**src/sv/kte_pkg.sv**
```systemverilog
// Shared types, codes and helper functions for the keypad time/date entry block.
// No dependencies; used by every module of the block.

package kte_pkg;

    typedef enum logic [1:0] {
        OP_LOAD  = 2'd0,
        OP_DIGIT = 2'd1,
        OP_LEFT  = 2'd2,
        OP_RIGHT = 2'd3
    } op_t;

    // Digit positions in display order HH MM SS YYYY MM DD
    localparam logic [3:0] POS_HOUR_TENS   = 4'd0;
    localparam logic [3:0] POS_HOUR_UNITS  = 4'd1;
    localparam logic [3:0] POS_MIN_TENS    = 4'd2;
    localparam logic [3:0] POS_MIN_UNITS   = 4'd3;
    localparam logic [3:0] POS_SEC_TENS    = 4'd4;
    localparam logic [3:0] POS_SEC_UNITS   = 4'd5;
    localparam logic [3:0] POS_YEAR_THOUS  = 4'd6;
    localparam logic [3:0] POS_YEAR_HUNDS  = 4'd7;
    localparam logic [3:0] POS_YEAR_TENS   = 4'd8;
    localparam logic [3:0] POS_YEAR_UNITS  = 4'd9;
    localparam logic [3:0] POS_MONTH_TENS  = 4'd10;
    localparam logic [3:0] POS_MONTH_UNITS = 4'd11;
    localparam logic [3:0] POS_DAY_TENS    = 4'd12;
    localparam logic [3:0] POS_DAY_UNITS   = 4'd13;

    localparam logic [3:0] POS_FIRST = POS_HOUR_TENS;
    localparam logic [3:0] POS_LAST  = POS_DAY_UNITS;

    localparam logic [4:0] RESET_DAY = 5'd1;

    typedef struct packed {
        logic [4:0] hour;
        logic [5:0] minute;
        logic [5:0] second;
        logic [7:0] year;   // years since 1900
        logic [3:0] month;  // month minus one
        logic [4:0] day;
    } datetime_t;

    typedef struct packed {
        logic      ok;
        datetime_t value;
    } edit_result_t;

    // x / 10 by reciprocal, exact for all 8-bit x
    function automatic logic [4:0] div10(input logic [7:0] x);
        logic [15:0] prod;
        prod = 16'(x) * 16'd205;
        return prod[15:11];
    endfunction

    function automatic logic [3:0] mod10(input logic [7:0] x);
        logic [7:0] q10;
        q10 = 8'(div10(x)) * 8'd10;
        return 4'(x - q10);
    endfunction

    // Month length, no leap years; codes past December have no days
    function automatic logic [4:0] month_len(input logic [3:0] m);
        logic [4:0] len;
        case (m)
            4'd1:                      len = 5'd28;
            4'd3, 4'd5, 4'd8, 4'd10:   len = 5'd30;
            4'd0, 4'd2, 4'd4, 4'd6,
            4'd7, 4'd9, 4'd11:         len = 5'd31;
            default:                   len = 5'd0;
        endcase
        return len;
    endfunction

endpackage

```
**src/sv/kte_digit_edit.sv**
```systemverilog
// Digit edit decision: applies one key digit at the cursor position and checks ranges.
// Depends on kte_pkg.

module kte_digit_edit (
    input  kte_pkg::datetime_t    cur,
    input  logic [3:0]            cursor,
    input  logic [3:0]            digit,
    output kte_pkg::edit_result_t result
);

    logic [8:0] n10;
    logic [4:0] hr_t;
    logic [3:0] hr_u;
    logic [4:0] mi_t;
    logic [3:0] mi_u;
    logic [4:0] se_t;
    logic [3:0] se_u;
    logic [1:0] yr_h;
    logic [7:0] yr_r;
    logic [3:0] yr_ru;
    logic [3:0] yr_u;
    logic [4:0] mp1;
    logic       mp1_t;
    logic [3:0] mp1_u;
    logic [4:0] len;
    logic [4:0] len_t;
    logic [3:0] len_u;
    logic [4:0] dy_t;
    logic [3:0] dy_u;

    logic [8:0] hr_tens_sum, hr_unit_sum;
    logic [8:0] mi_tens_sum, mi_unit_sum;
    logic [8:0] se_tens_sum, se_unit_sum;
    logic [8:0] yr_tens_sum, yr_unit_sum;
    logic [8:0] mo_tens_sum, mo_unit_sum;
    logic [8:0] dy_tens_sum, dy_unit_sum;
    logic [3:0] mo_tens_new, mo_unit_new;
    logic       digit_ok;

    assign digit_ok = digit <= 4'd9;
    assign n10      = 9'(digit) * 9'd10;

    assign hr_t = kte_pkg::div10(8'(cur.hour));
    assign hr_u = kte_pkg::mod10(8'(cur.hour));
    assign mi_t = kte_pkg::div10(8'(cur.minute));
    assign mi_u = kte_pkg::mod10(8'(cur.minute));
    assign se_t = kte_pkg::div10(8'(cur.second));
    assign se_u = kte_pkg::mod10(8'(cur.second));

    assign yr_h  = (cur.year >= 8'd200) ? 2'd2 : ((cur.year >= 8'd100) ? 2'd1 : 2'd0);
    assign yr_r  = (cur.year >= 8'd200) ? cur.year - 8'd200 :
                   ((cur.year >= 8'd100) ? cur.year - 8'd100 : cur.year);
    assign yr_ru = kte_pkg::mod10(yr_r);
    assign yr_u  = kte_pkg::mod10(cur.year);

    // month shown as 1..12 on the display
    assign mp1   = 5'(cur.month) + 5'd1;
    assign mp1_t = mp1 >= 5'd10;
    assign mp1_u = mp1_t ? 4'(mp1 - 5'd10) : mp1[3:0];

    assign len   = kte_pkg::month_len(cur.month);
    assign len_t = kte_pkg::div10(8'(len));
    assign len_u = kte_pkg::mod10(8'(len));
    assign dy_t  = kte_pkg::div10(8'(cur.day));
    assign dy_u  = kte_pkg::mod10(8'(cur.day));

    assign hr_tens_sum = n10 + 9'(hr_u);
    assign hr_unit_sum = 9'(hr_t) * 9'd10 + 9'(digit);
    assign mi_tens_sum = n10 + 9'(mi_u);
    assign mi_unit_sum = 9'(mi_t) * 9'd10 + 9'(digit);
    assign se_tens_sum = n10 + 9'(se_u);
    assign se_unit_sum = 9'(se_t) * 9'd10 + 9'(digit);
    assign yr_tens_sum = 9'(yr_h) * 9'd100 + n10 + 9'(yr_ru);
    assign yr_unit_sum = 9'(cur.year) - 9'(yr_u) + 9'(digit);
    assign mo_tens_sum = n10 + 9'(mp1_u);
    assign mo_unit_sum = (mp1_t ? 9'd10 : 9'd0) + 9'(digit);
    assign dy_tens_sum = n10 + 9'(dy_u);
    assign dy_unit_sum = 9'(dy_t) * 9'd10 + 9'(digit);

    assign mo_tens_new = 4'(mo_tens_sum - 9'd1);
    assign mo_unit_new = 4'(mo_unit_sum - 9'd1);

    always_comb
    begin
        result.value = cur;
        result.ok    = 1'b0;
        case (cursor)
            kte_pkg::POS_HOUR_TENS:
            begin
                result.ok         = digit < 4'd3 && hr_tens_sum <= 9'd23;
                result.value.hour = hr_tens_sum[4:0];
            end
            kte_pkg::POS_HOUR_UNITS:
            begin
                result.ok         = (cur.hour < 5'd20 || digit < 4'd4) &&
                                    hr_unit_sum <= 9'd23;
                result.value.hour = hr_unit_sum[4:0];
            end
            kte_pkg::POS_MIN_TENS:
            begin
                result.ok           = digit < 4'd6 && mi_tens_sum <= 9'd59;
                result.value.minute = mi_tens_sum[5:0];
            end
            kte_pkg::POS_MIN_UNITS:
            begin
                result.ok           = mi_unit_sum <= 9'd59;
                result.value.minute = mi_unit_sum[5:0];
            end
            kte_pkg::POS_SEC_TENS:
            begin
                result.ok           = digit < 4'd6 && se_tens_sum <= 9'd59;
                result.value.second = se_tens_sum[5:0];
            end
            kte_pkg::POS_SEC_UNITS:
            begin
                result.ok           = se_unit_sum <= 9'd59;
                result.value.second = se_unit_sum[5:0];
            end
            kte_pkg::POS_YEAR_THOUS:
            begin
                result.ok         = digit == 4'd1 || digit == 4'd2;
                result.value.year = (digit == 4'd2) ? yr_r + 8'd100 : yr_r;
            end
            kte_pkg::POS_YEAR_HUNDS:
            begin
                // 19xx accepts a 9, 20xx accepts a 0
                if (digit == 4'd9 && cur.year < 8'd100)
                begin
                    result.ok         = 1'b1;
                    result.value.year = yr_r;
                end
                else if (digit == 4'd0 && cur.year >= 8'd100)
                begin
                    result.ok         = 1'b1;
                    result.value.year = yr_r + 8'd100;
                end
            end
            kte_pkg::POS_YEAR_TENS:
            begin
                result.ok         = yr_tens_sum <= 9'd199;
                result.value.year = yr_tens_sum[7:0];
            end
            kte_pkg::POS_YEAR_UNITS:
            begin
                result.ok         = yr_unit_sum <= 9'd199;
                result.value.year = yr_unit_sum[7:0];
            end
            kte_pkg::POS_MONTH_TENS:
            begin
                result.ok          = digit < 4'd2 && mo_tens_sum >= 9'd1 &&
                                     mo_tens_sum <= 9'd12 &&
                                     cur.day <= kte_pkg::month_len(mo_tens_new);
                result.value.month = mo_tens_new;
            end
            kte_pkg::POS_MONTH_UNITS:
            begin
                result.ok          = (cur.month >= 4'd9 ? digit < 4'd3 : digit > 4'd0) &&
                                     mo_unit_sum >= 9'd1 && mo_unit_sum <= 9'd12 &&
                                     cur.day <= kte_pkg::month_len(mo_unit_new);
                result.value.month = mo_unit_new;
            end
            kte_pkg::POS_DAY_TENS:
            begin
                result.ok        = 5'(digit) <= len_t && dy_tens_sum >= 9'd1 &&
                                   dy_tens_sum <= 9'(len);
                result.value.day = dy_tens_sum[4:0];
            end
            default:
            begin
                // day units; cap the units only when the tens already match the month
                result.ok        = (dy_t != len_t || digit <= len_u) &&
                                   dy_unit_sum >= 9'd1 && dy_unit_sum <= 9'(len);
                result.value.day = dy_unit_sum[4:0];
            end
        endcase
        result.ok = result.ok && digit_ok;
    end

endmodule

```
**src/sv/keypad_time_date_entry_core.sv**
```systemverilog
// Keypad time/date entry: input register, edit state, result register.
// An item taken at the input is held in the input register, then its edit result in the result
// register; throughput one item per cycle while the output is not stalled.
// The edit state and cursor update in the cycle an item leaves the input register,
// so the next item sees them at once. Stalls on the output back up into the input.
// Asynchronous active-low reset: time 00:00:00, year 1900, January 1, cursor 0.
// Depends on kte_pkg and kte_digit_edit.

module keypad_time_date_entry_core (
    input  logic       clk,
    input  logic       rst_n,

    input  logic       in_valid,
    output logic       in_stall,
    input  logic [1:0] operation,
    input  logic [3:0] key_digit,
    input  logic [4:0] load_hour,
    input  logic [5:0] load_minute,
    input  logic [5:0] load_second,
    input  logic [7:0] load_year,
    input  logic [3:0] load_month,
    input  logic [4:0] load_day,

    output logic       out_valid,
    input  logic       out_stall,
    output logic [4:0] hour_out,
    output logic [5:0] minute_out,
    output logic [5:0] second_out,
    output logic [7:0] year_out,
    output logic [3:0] month_out,
    output logic [4:0] day_out,
    output logic [3:0] cursor_out,
    output logic       accepted,
    output logic       modified
);

    logic               s1_valid_reg;
    kte_pkg::op_t       s1_op_reg;
    logic [3:0]         s1_digit_reg;
    kte_pkg::datetime_t s1_load_reg;

    kte_pkg::datetime_t cur_reg, cur_next;
    kte_pkg::datetime_t ref_reg, ref_next;
    logic [3:0]         cursor_reg, cursor_next;
    logic               acc_next;

    logic               out_valid_reg;
    kte_pkg::datetime_t out_time_reg;
    logic [3:0]         out_cursor_reg;
    logic               out_acc_reg;
    logic               out_mod_reg;

    kte_pkg::edit_result_t edit;
    kte_pkg::datetime_t    reset_time;
    logic                  out_free;
    logic                  s1_fire;
    logic                  in_take;

    assign out_free = !out_valid_reg || !out_stall;
    assign s1_fire  = s1_valid_reg && out_free;
    assign in_stall = s1_valid_reg && !out_free;
    assign in_take  = in_valid && !in_stall;

    assign reset_time = '{hour: 5'd0, minute: 6'd0, second: 6'd0, year: 8'd0,
                          month: 4'd0, day: kte_pkg::RESET_DAY};

    kte_digit_edit u_edit (
        .cur    (cur_reg),
        .cursor (cursor_reg),
        .digit  (s1_digit_reg),
        .result (edit)
    );

    always_comb
    begin
        cur_next    = cur_reg;
        ref_next    = ref_reg;
        cursor_next = cursor_reg;
        acc_next    = 1'b0;
        case (s1_op_reg)
            kte_pkg::OP_LOAD:
            begin
                cur_next    = s1_load_reg;
                ref_next    = s1_load_reg;
                cursor_next = kte_pkg::POS_FIRST;
            end
            kte_pkg::OP_DIGIT:
            begin
                acc_next = edit.ok;
                if (edit.ok)
                begin
                    cur_next = edit.value;
                    if (cursor_reg < kte_pkg::POS_LAST)
                        cursor_next = cursor_reg + 4'd1;
                end
            end
            kte_pkg::OP_LEFT:
            begin
                if (cursor_reg > kte_pkg::POS_FIRST)
                    cursor_next = cursor_reg - 4'd1;
            end
            default:
            begin
                if (cursor_reg < kte_pkg::POS_LAST)
                    cursor_next = cursor_reg + 4'd1;
            end
        endcase
    end

    // input register
    always_ff @(posedge clk or negedge rst_n)
    begin
        if (!rst_n)
            s1_valid_reg <= 1'b0;
        else if (in_take || s1_fire)
            s1_valid_reg <= in_take;
    end

    always_ff @(posedge clk)
    begin
        if (in_take)
        begin
            s1_op_reg    <= kte_pkg::op_t'(operation);
            s1_digit_reg <= key_digit;
            s1_load_reg  <= '{hour: load_hour, minute: load_minute, second: load_second,
                              year: load_year, month: load_month, day: load_day};
        end
    end

    // edit state
    always_ff @(posedge clk or negedge rst_n)
    begin
        if (!rst_n)
        begin
            cur_reg    <= reset_time;
            ref_reg    <= reset_time;
            cursor_reg <= kte_pkg::POS_FIRST;
        end
        else if (s1_fire)
        begin
            cur_reg    <= cur_next;
            ref_reg    <= ref_next;
            cursor_reg <= cursor_next;
        end
    end

    // result register
    always_ff @(posedge clk or negedge rst_n)
    begin
        if (!rst_n)
            out_valid_reg <= 1'b0;
        else if (out_free)
            out_valid_reg <= s1_valid_reg;
    end

    always_ff @(posedge clk)
    begin
        if (s1_fire)
        begin
            out_time_reg   <= cur_next;
            out_cursor_reg <= cursor_next;
            out_acc_reg    <= acc_next;
            out_mod_reg    <= cur_next != ref_next;
        end
    end

    assign out_valid  = out_valid_reg;
    assign hour_out   = out_time_reg.hour;
    assign minute_out = out_time_reg.minute;
    assign second_out = out_time_reg.second;
    assign year_out   = out_time_reg.year;
    assign month_out  = out_time_reg.month;
    assign day_out    = out_time_reg.day;
    assign cursor_out = out_cursor_reg;
    assign accepted   = out_acc_reg;
    assign modified   = out_mod_reg;

endmodule

```
**config.mk**
```make
export PLATFORM = sky130hd
export DESIGN_NAME = keypad_time_date_entry_core
export DESIGN_NICKNAME = d
export VERILOG_FILES = /design/src/sv/kte_pkg.sv /design/src/sv/kte_digit_edit.sv /design/src/sv/keypad_time_date_entry_core.sv
export SDC_FILE = /design/constraint.sdc
export NUM_CORES = 1
export LEC_CHECK = 0
export BUFFER_PORTS_ARGS = -buffer_cell sky130_fd_sc_hd__buf_2
export CORE_ASPECT_RATIO = 0.8
export CORE_MARGIN = 4
export CORE_UTILIZATION = 48
export CTS_BUF_LIST = sky130_fd_sc_hd__clkbuf_16
export DETAILED_ROUTE_END_ITERATION = 6
export SETUP_SLACK_MARGIN = 0.02
export SYNTH_ARGS = -nofsm -noshare
export SYNTH_HDL_FRONTEND = slang
export SYNTH_SLANG_ARGS = --single-unit
```
**constraint.sdc**
```tcl
create_clock -name clk -period 33.3 [get_ports clk]
set_clock_uncertainty 0.2 [all_clocks]
set_input_delay 3.33 -clock clk [delete_from_list [all_inputs] [get_ports clk]]
set_output_delay 3.33 -clock clk [all_outputs]
set_load 0.005 [all_outputs]
```
==> flow_summary_export.csv, run 1 <==
group,metric,value,unit
worst_setup_path,crit_path_top_delay_cell,"a211oi_1",
timing,hold_ws,297,ps
floorplanning,dieArea,38000,um2
synthesis,seq_area_frac_synth,0.254,
finish,regArea,4260,um2
synthesis,ys_async_sr_fraction,0.481,
timing,rsz0062_at_grt,"no",
drt,wl_per_cell,22.5,um
timing,period_minus_slack,13360,ps
finish,multi_input_area,11400,um2
synthesis,ys_types,97,
global_route,grt_max_degree,75,
drt,finalWirelength,52700,um
global_route,track_usage,0.276,
drt,wl_met1,25800,um
synthesis,synth-edff-count,80,
worst_setup_path,startpoint_type,"register",
synthesis,syn_area_per_cell,9.28,um2
finish,final_core_util,0.536,
place,place.gp.congestion,0.994,
timing,hold_viol,0,
synthesis,synthCells,1808,
drt,vias,14200,
worst_setup_path,max_stage_delay,800,ps
timing,period_share,0.401,
worst_setup_path,crit_type,"register to register",
worst_setup_path,critPathMaxFanout,15,
place,dpl.hpwl,40300,um
floorplanning,core_area,34100,um2
synthesis,synthesis.area,16800,um2
worst_setup_path,timing.critical_path.mode_cell,"xnor2_1",
clock_network,clk-insertion-delay-late,460,ps
global_route,grt_pass1_wl,82000,um
global_route,grt_pass1_vias,13800,
synthesis,ys.warnings.count,0,
finish,layout.nets,2250,
finish,syn_to_final_growth,8.93,%
clock_network,clkSinkCount,154,
drt,dr.pass1.iters,6,
hold_path,min_path_type,"register to register",
clock_network,cts_max_level,4,
synthesis,ys_seq_elements,154,
status,status,"finished clean",
global_route,antenna_found_initial,0,
floorplanning,ios,86,
clock_network,cts_root_buf,"clkbuf_16",
timing,tns,0,ps
timing,tightest_slew,1180,ps
drt,drtAntennaViolNets,0,
clock_network,cts_buffer_depth,2,
floorplanning,die_width,217,um
synthesis,ys.flop_type,"edfxtp_1",
worst_setup_path,critPathRequiredTime,33290,ps
drt,viasPerCell,6.06,
synthesis,yosys.area.top_type_share,0.207,
clock_network,cts-buffers-inserted,17,
clock_network,cts-resized-gates,0,
drt,route.top_layer_used,"met4",
place,io_buffers,85,
worst_setup_path,cp-end-kind,"register",
drt,wl_met3,4770,um
run,cap_violations,0,
floorplanning,initial_core_util,0.492,
timing,maxSlewViolCount,0,
synthesis,yosys.area.top_type,"ha_1",
finish,fill_cells,3131,
drt,drc,0,
synthesis,synth_area_leaders,"ha_1, edfxtp_1, dfrtp_1, fa_1, inv_1",
finish,antenna_cells,0,
clock_network,clk_pin_slew,80,ps
clock_network,cts_setup_buffers,0,
timing,relSlewSlack,0.212,
drt,drtIter0Drc,1657,
worst_setup_path,cp.arrival,13350,ps
timing,finalSetupViolCount,0,
floorplanning,num_rows,60,
floorplanning,die_h,175,um
timing,fmax,0.0748,GHz
clock_network,cts_tree,"yes",
finish,drive_above_1_share,0.116,
global_route,gr-total-overflow,0,
drt,met2WireLength,21300,um
clock_network,ctsHoldBuffers,0,
==> path summary, 6_finish.rpt <==
check	from	to	slack (ps)	cells past startpoint
max reg2reg	cur_reg[11]	modified	19940	42
min	s1_valid_reg	out_valid	300	1
min reg2reg	s1_valid_reg	out_valid	300	1
max in group asynchronous	rst_n	cursor_reg[2]	29280	2
min in group asynchronous	rst_n	s1_valid_reg	2450	1
max	cur_reg[11]	modified	19940	42
==> cells in the mapped netlist (16+ instances only) <==
library cell  number
a21o_1            27
a21oi_1           95
a31oi_1           17
and3_1            16
clkbuf_1          46
dfrtp_1           72
edfxtp_1          80
fa_1              59
ha_1             277
inv_1            227
mux2_2            45
mux2i_1           20
nand2_1          129
nand2b_1          16
nand3_1           30
nand4_1           17
nor2_1            80
nor2b_1           27
nor3_1            21
o211ai_1          18
o21ai_0           84
o22ai_1           27
xnor2_1           73
xor2_1            37
==> critical path, delay by kind of cell, from the launching register on <==
family | cells | cell delay [ps]
adder cells (fa/ha/maj) | 9 | 3260
AND/OR/NAND/NOR | 6 | 1430
buffers and inverters | 6 | 1200
XOR/XNOR | 8 | 1510
flip-flops | 1 | 700
AO/OA/AOI/OAI | 13 | 4790
==> cell families after synthesis <==
group	count (synthesis)	share of synthesized area
adders and majority gates	336	0.277
muxes	65	0.0421
and+or+nand+nor	409	0.121
buffers and inverters	294	0.0684
other	1	0.000223
DFF	154	0.254
xor gates and xnor gates	111	0.0588
AOI/OAI and AO/OA	438	0.179
==> placed cells by master (no fill, tap or decap), types with 15 or more instances in the layout <==
cell type	instances
ha_1	277
inv_1	227
nand2_1	129
a21oi_1	95
o21ai_0	84
buf_2	84
edfxtp_1	80
nor2_1	79
xnor2_1	73
dfrtp_1	72
fa_1	59
mux2_2	45
xor2_1	37
nand3_1	30
a21o_1	27
nor2b_1	27
o22ai_1	27
buf_4	22
nor3_1	21
mux2i_1	20
o211ai_1	18
nand4_1	17
a31oi_1	17
clkbuf_16	17
nand2b_1	16
and3_1	16
a211oi_1	15
==> layout make-up <==
cell class / instances / area share
Multi-Input combinational cell: 1361 / 0.623
Sequential cell: 154 / 0.233
Inverter: 230 / 0.0473
Timing Repair Buffer: 106 / 0.0320
Tap cell: 465 / 0.0318
Clock buffer: 17 / 0.0233
Clock inverter: 15 / 0.00945
==> routing by layer <==
metal / track usage / up-vias
met1: 0.428 / 6874
met2: 0.395 / 670
met3: 0.0555 / 69
met5: 0 / -
met4: 0.0575 / 0
li1: - / 6623
==> stage by stage <==
stage	std cells	worst slack (ps)	area, um2
floorplan	1809	21840	16800
global placement	2316	20640	17700
detailed placement	2316	20240	17700
CTS	2348	20180	18300
global route	2348	19040	18300
finish	2348	19940	18300
Power of run 1 is not shown: default switching activity piles up to over one toggle a cycle in this logic, so the estimate is an artifact.
==> run 2, diff against run 1 <==
--- a/config.mk
+++ b/config.mk
@@ -5,12 +5,14 @@
 export SDC_FILE = /design/constraint.sdc
 export NUM_CORES = 1
 export LEC_CHECK = 0
+export ABC_AREA = 1
 export BUFFER_PORTS_ARGS = -buffer_cell sky130_fd_sc_hd__buf_2
 export CORE_ASPECT_RATIO = 0.8
 export CORE_MARGIN = 4
 export CORE_UTILIZATION = 48
 export CTS_BUF_LIST = sky130_fd_sc_hd__clkbuf_16
 export DETAILED_ROUTE_END_ITERATION = 6
+export PLACE_DENSITY = 0.67
 export SETUP_SLACK_MARGIN = 0.02
 export SYNTH_ARGS = -nofsm -noshare
 export SYNTH_HDL_FRONTEND = slang
==> constraint.sdc (replaced) <==
create_clock -name clk -period 11.1 [get_ports clk]
set_clock_uncertainty 0.2 [all_clocks]
set_input_delay 1.11 -clock clk [delete_from_list [all_inputs] [get_ports clk]]
set_output_delay 1.11 -clock clk [all_outputs]
set_load 0.005 [all_outputs]
==> run 2 against run 1 <==
Net effect: wire length rose by 1.5%; highest routed layer unchanged; synthesized area is 5.9% higher; maximum frequency is 31% higher; utilization shrank 0.19 points; synthesized cell count is 36% higher.
==> flow_summary_export.csv, run 2 <==
group,metric,value,unit
clock_network,clk_pin_slew,70,ps
worst_setup_path,startpoint_type,"register",
drt,wl_met3,4430,um
global_route,grt_max_degree,75,
synthesis,ys.flop_type,"edfxtp_1",
timing,maxSlewViolCount,0,
timing,hold_viol,0,
floorplanning,die_h,180,um
timing,tns,0,ps
worst_setup_path,max_stage_delay,540,ps
worst_setup_path,crit_path_top_delay_cell,"fa_1",
global_route,antenna_found_initial,0,
synthesis,synthAdderAreaFrac,0.262,
worst_setup_path,cp-end-kind,"register",
worst_setup_path,endpoint,"modified",
finish,layout_commonest_cell,"nand2_1",
floorplanning,initial_core_util,0.490,
clock_network,cts_buffer_depth,2,
place,place.gp.congestion,0.945,
drt,finalWirelength,53500,um
synthesis,ys_types,53,
finish,most-common-layout-cells,"nand2_1, inv_1, ha_1",
global_route,grt_pass1_wl,85800,um
synthesis,synthMuxAreaShare,0.00239,
drt,dr.pass1.iters,6,
clock_network,cts_tree,"yes",
timing,finalSetupViolCount,0,
finish,antenna_cells,0,
synthesis,ys_seq_elements,154,
synthesis,ys.warnings.count,0,
clock_network,cts_max_level,4,
clock_network,cts-buffers-inserted,17,
floorplanning,core_area,36200,um2
finish,final_cells,3038,
floorplanning,ios,86,
worst_setup_path,critPathRequiredTime,11110,ps
hold_path,min_path_type,"register to register",
timing,period_minus_slack,10220,ps
global_route,gr-total-overflow,0,
synthesis,synth_top_family_by_area,"simple AND/OR/NAND/NOR gates",
drt,viasPerCell,5.43,
place,dpl.hpwl,41500,um
finish,syn_to_final_growth,8.97,%
drt,drtAntennaViolNets,0,
finish,drive_above_1_share,0.0758,
place,io_buffers,85,
timing,fmax,0.0978,GHz
drt,route.top_layer_used,"met4",
drt,drc,0,
worst_setup_path,rr_endpoint,"modified",
timing,period_share,0.921,
drt,met2WireLength,22400,um
worst_setup_path,r2r_start,"cur_reg[13]",
run,cap_violations,0,
drt,wl_per_cell,17.6,um
synthesis,synth_compound_gate_area_share,0.0900,
timing,relSlewSlack,0.250,
synthesis,ys_async_sr_fraction,0.481,
worst_setup_path,critPathMaxFanout,19,
synthesis,yosys.area_share.simple,0.263,
timing,tightest_slew,1130,ps
finish,fill_cells,3537,
global_route,track_usage,0.266,
synthesis,yosysMostFrequentCell,"nand2_1",
worst_setup_path,r2r_cells,55,
finish,layout.nets,2925,
worst_setup_path,cp.arrival,10230,ps
worst_setup_path,r2r_slack,880,ps
synthesis,synthesis.area,17800,um2
synthesis,syn_area_per_cell,7.22,um2
synthesis,synth-edff-count,80,
drt,wl_met1,25500,um
clock_network,cts_root_buf,"clkbuf_16",
synthesis,synth_xor_area_frac,0.0330,
worst_setup_path,crit_start,"cur_reg[13]",
floorplanning,num_rows,62,
clock_network,clkSinkCount,154,
status,status,"finished clean",
timing,hold_ws,280,ps
timing,rsz0062_at_grt,"no",
synthesis,synthCells,2459,
worst_setup_path,timing.critical_path.mode_cell,"nand2_1",
floorplanning,dieArea,40200,um2
synthesis,synthTopCellsByCount,"nand2_1, inv_1, ha_1",
clock_network,clk-insertion-delay-late,460,ps
synthesis,synth_area_leaders,"ha_1, nand2_1, edfxtp_1, dfrtp_1, inv_1",
global_route,grt_pass1_vias,16000,
synthesis,yosys.area.top_type_share,0.195,
drt,drtIter0Drc,1300,
worst_setup_path,crit_type,"register to register",
floorplanning,die_width,223,um
synthesis,yosys.area.top_type,"ha_1",
drt,vias,16500,
synthesis,seq_area_frac_synth,0.240,
clock_network,ctsHoldBuffers,0,
place,dpl.cell_count,3002,
[run 2: worst min path at each step]
stage	from	to	slack (ps)	cells past startpoint
floorplan	ref_reg[9]	ref_reg[9]	250	2
global placement	ref_reg[5]	ref_reg[5]	260	2
detailed placement	ref_reg[5]	ref_reg[5]	270	2
CTS	ref_reg[5]	ref_reg[5]	280	2
global route	ref_reg[9]	ref_reg[9]	300	2
finish	ref_reg[5]	ref_reg[5]	280	2
[run 2: cell type report]
cell class,instances,area [um2],share of cell area
flip-flops and latches,154,4260,0.220
clock inverters,15,138,0.00711
inverters,454,1710,0.0885
repair buffers,113,638,0.0330
multi-input cells,1805,11600,0.598
clock buffers,17,425,0.0220
well taps,480,601,0.0310
[run 2: kinds of logic after synthesis]
kind of cell    count (synthesis)
simple gates                 1103
buf+inv                       501
flops                         154
compound gates                293
other cells                     1
mux                             4
xor+xnor                       67
fa+ha+maj                     336
[run 2: timing repair]
action,in CTS,in global routing
resized for setup,0,9
setup buffers,0,4
endpoints found under the setup margin,0,1
[run 2: critical path, delay by kind of cell (launching register included)]
| kind | cells | cell delay, ps |
|---|---|---|
| buffers and inverters | 11 | 1140 |
| AO/OA/AOI/OAI | 3 | 570 |
| adder cells (fa/ha/maj) | 10 | 3910 |
| XOR/XNOR | 5 | 900 |
| AND/OR/NAND/NOR | 26 | 2760 |
| flip-flops | 1 | 500 |
[run 2: layer usage]
metal  track usage  up-vias
met1         0.392     7719
met5             0        -
met4        0.0725        0
met2         0.395      613
li1              -     8073
met3        0.0604       80
[run 2: metrics by stage]
stage | util | worst slack [ps] | instance area [um2]
after floorplan | - | 2110 | 17800
after global placement | 0.517 | 771 | 18700
after detailed placement | 0.517 | 604 | 18700
after CTS | 0.533 | 572 | 19300
after global routing | 0.534 | 87.7 | 19400
final | 0.534 | 876 | 19400
Power of run 2 is left out for the same reason.
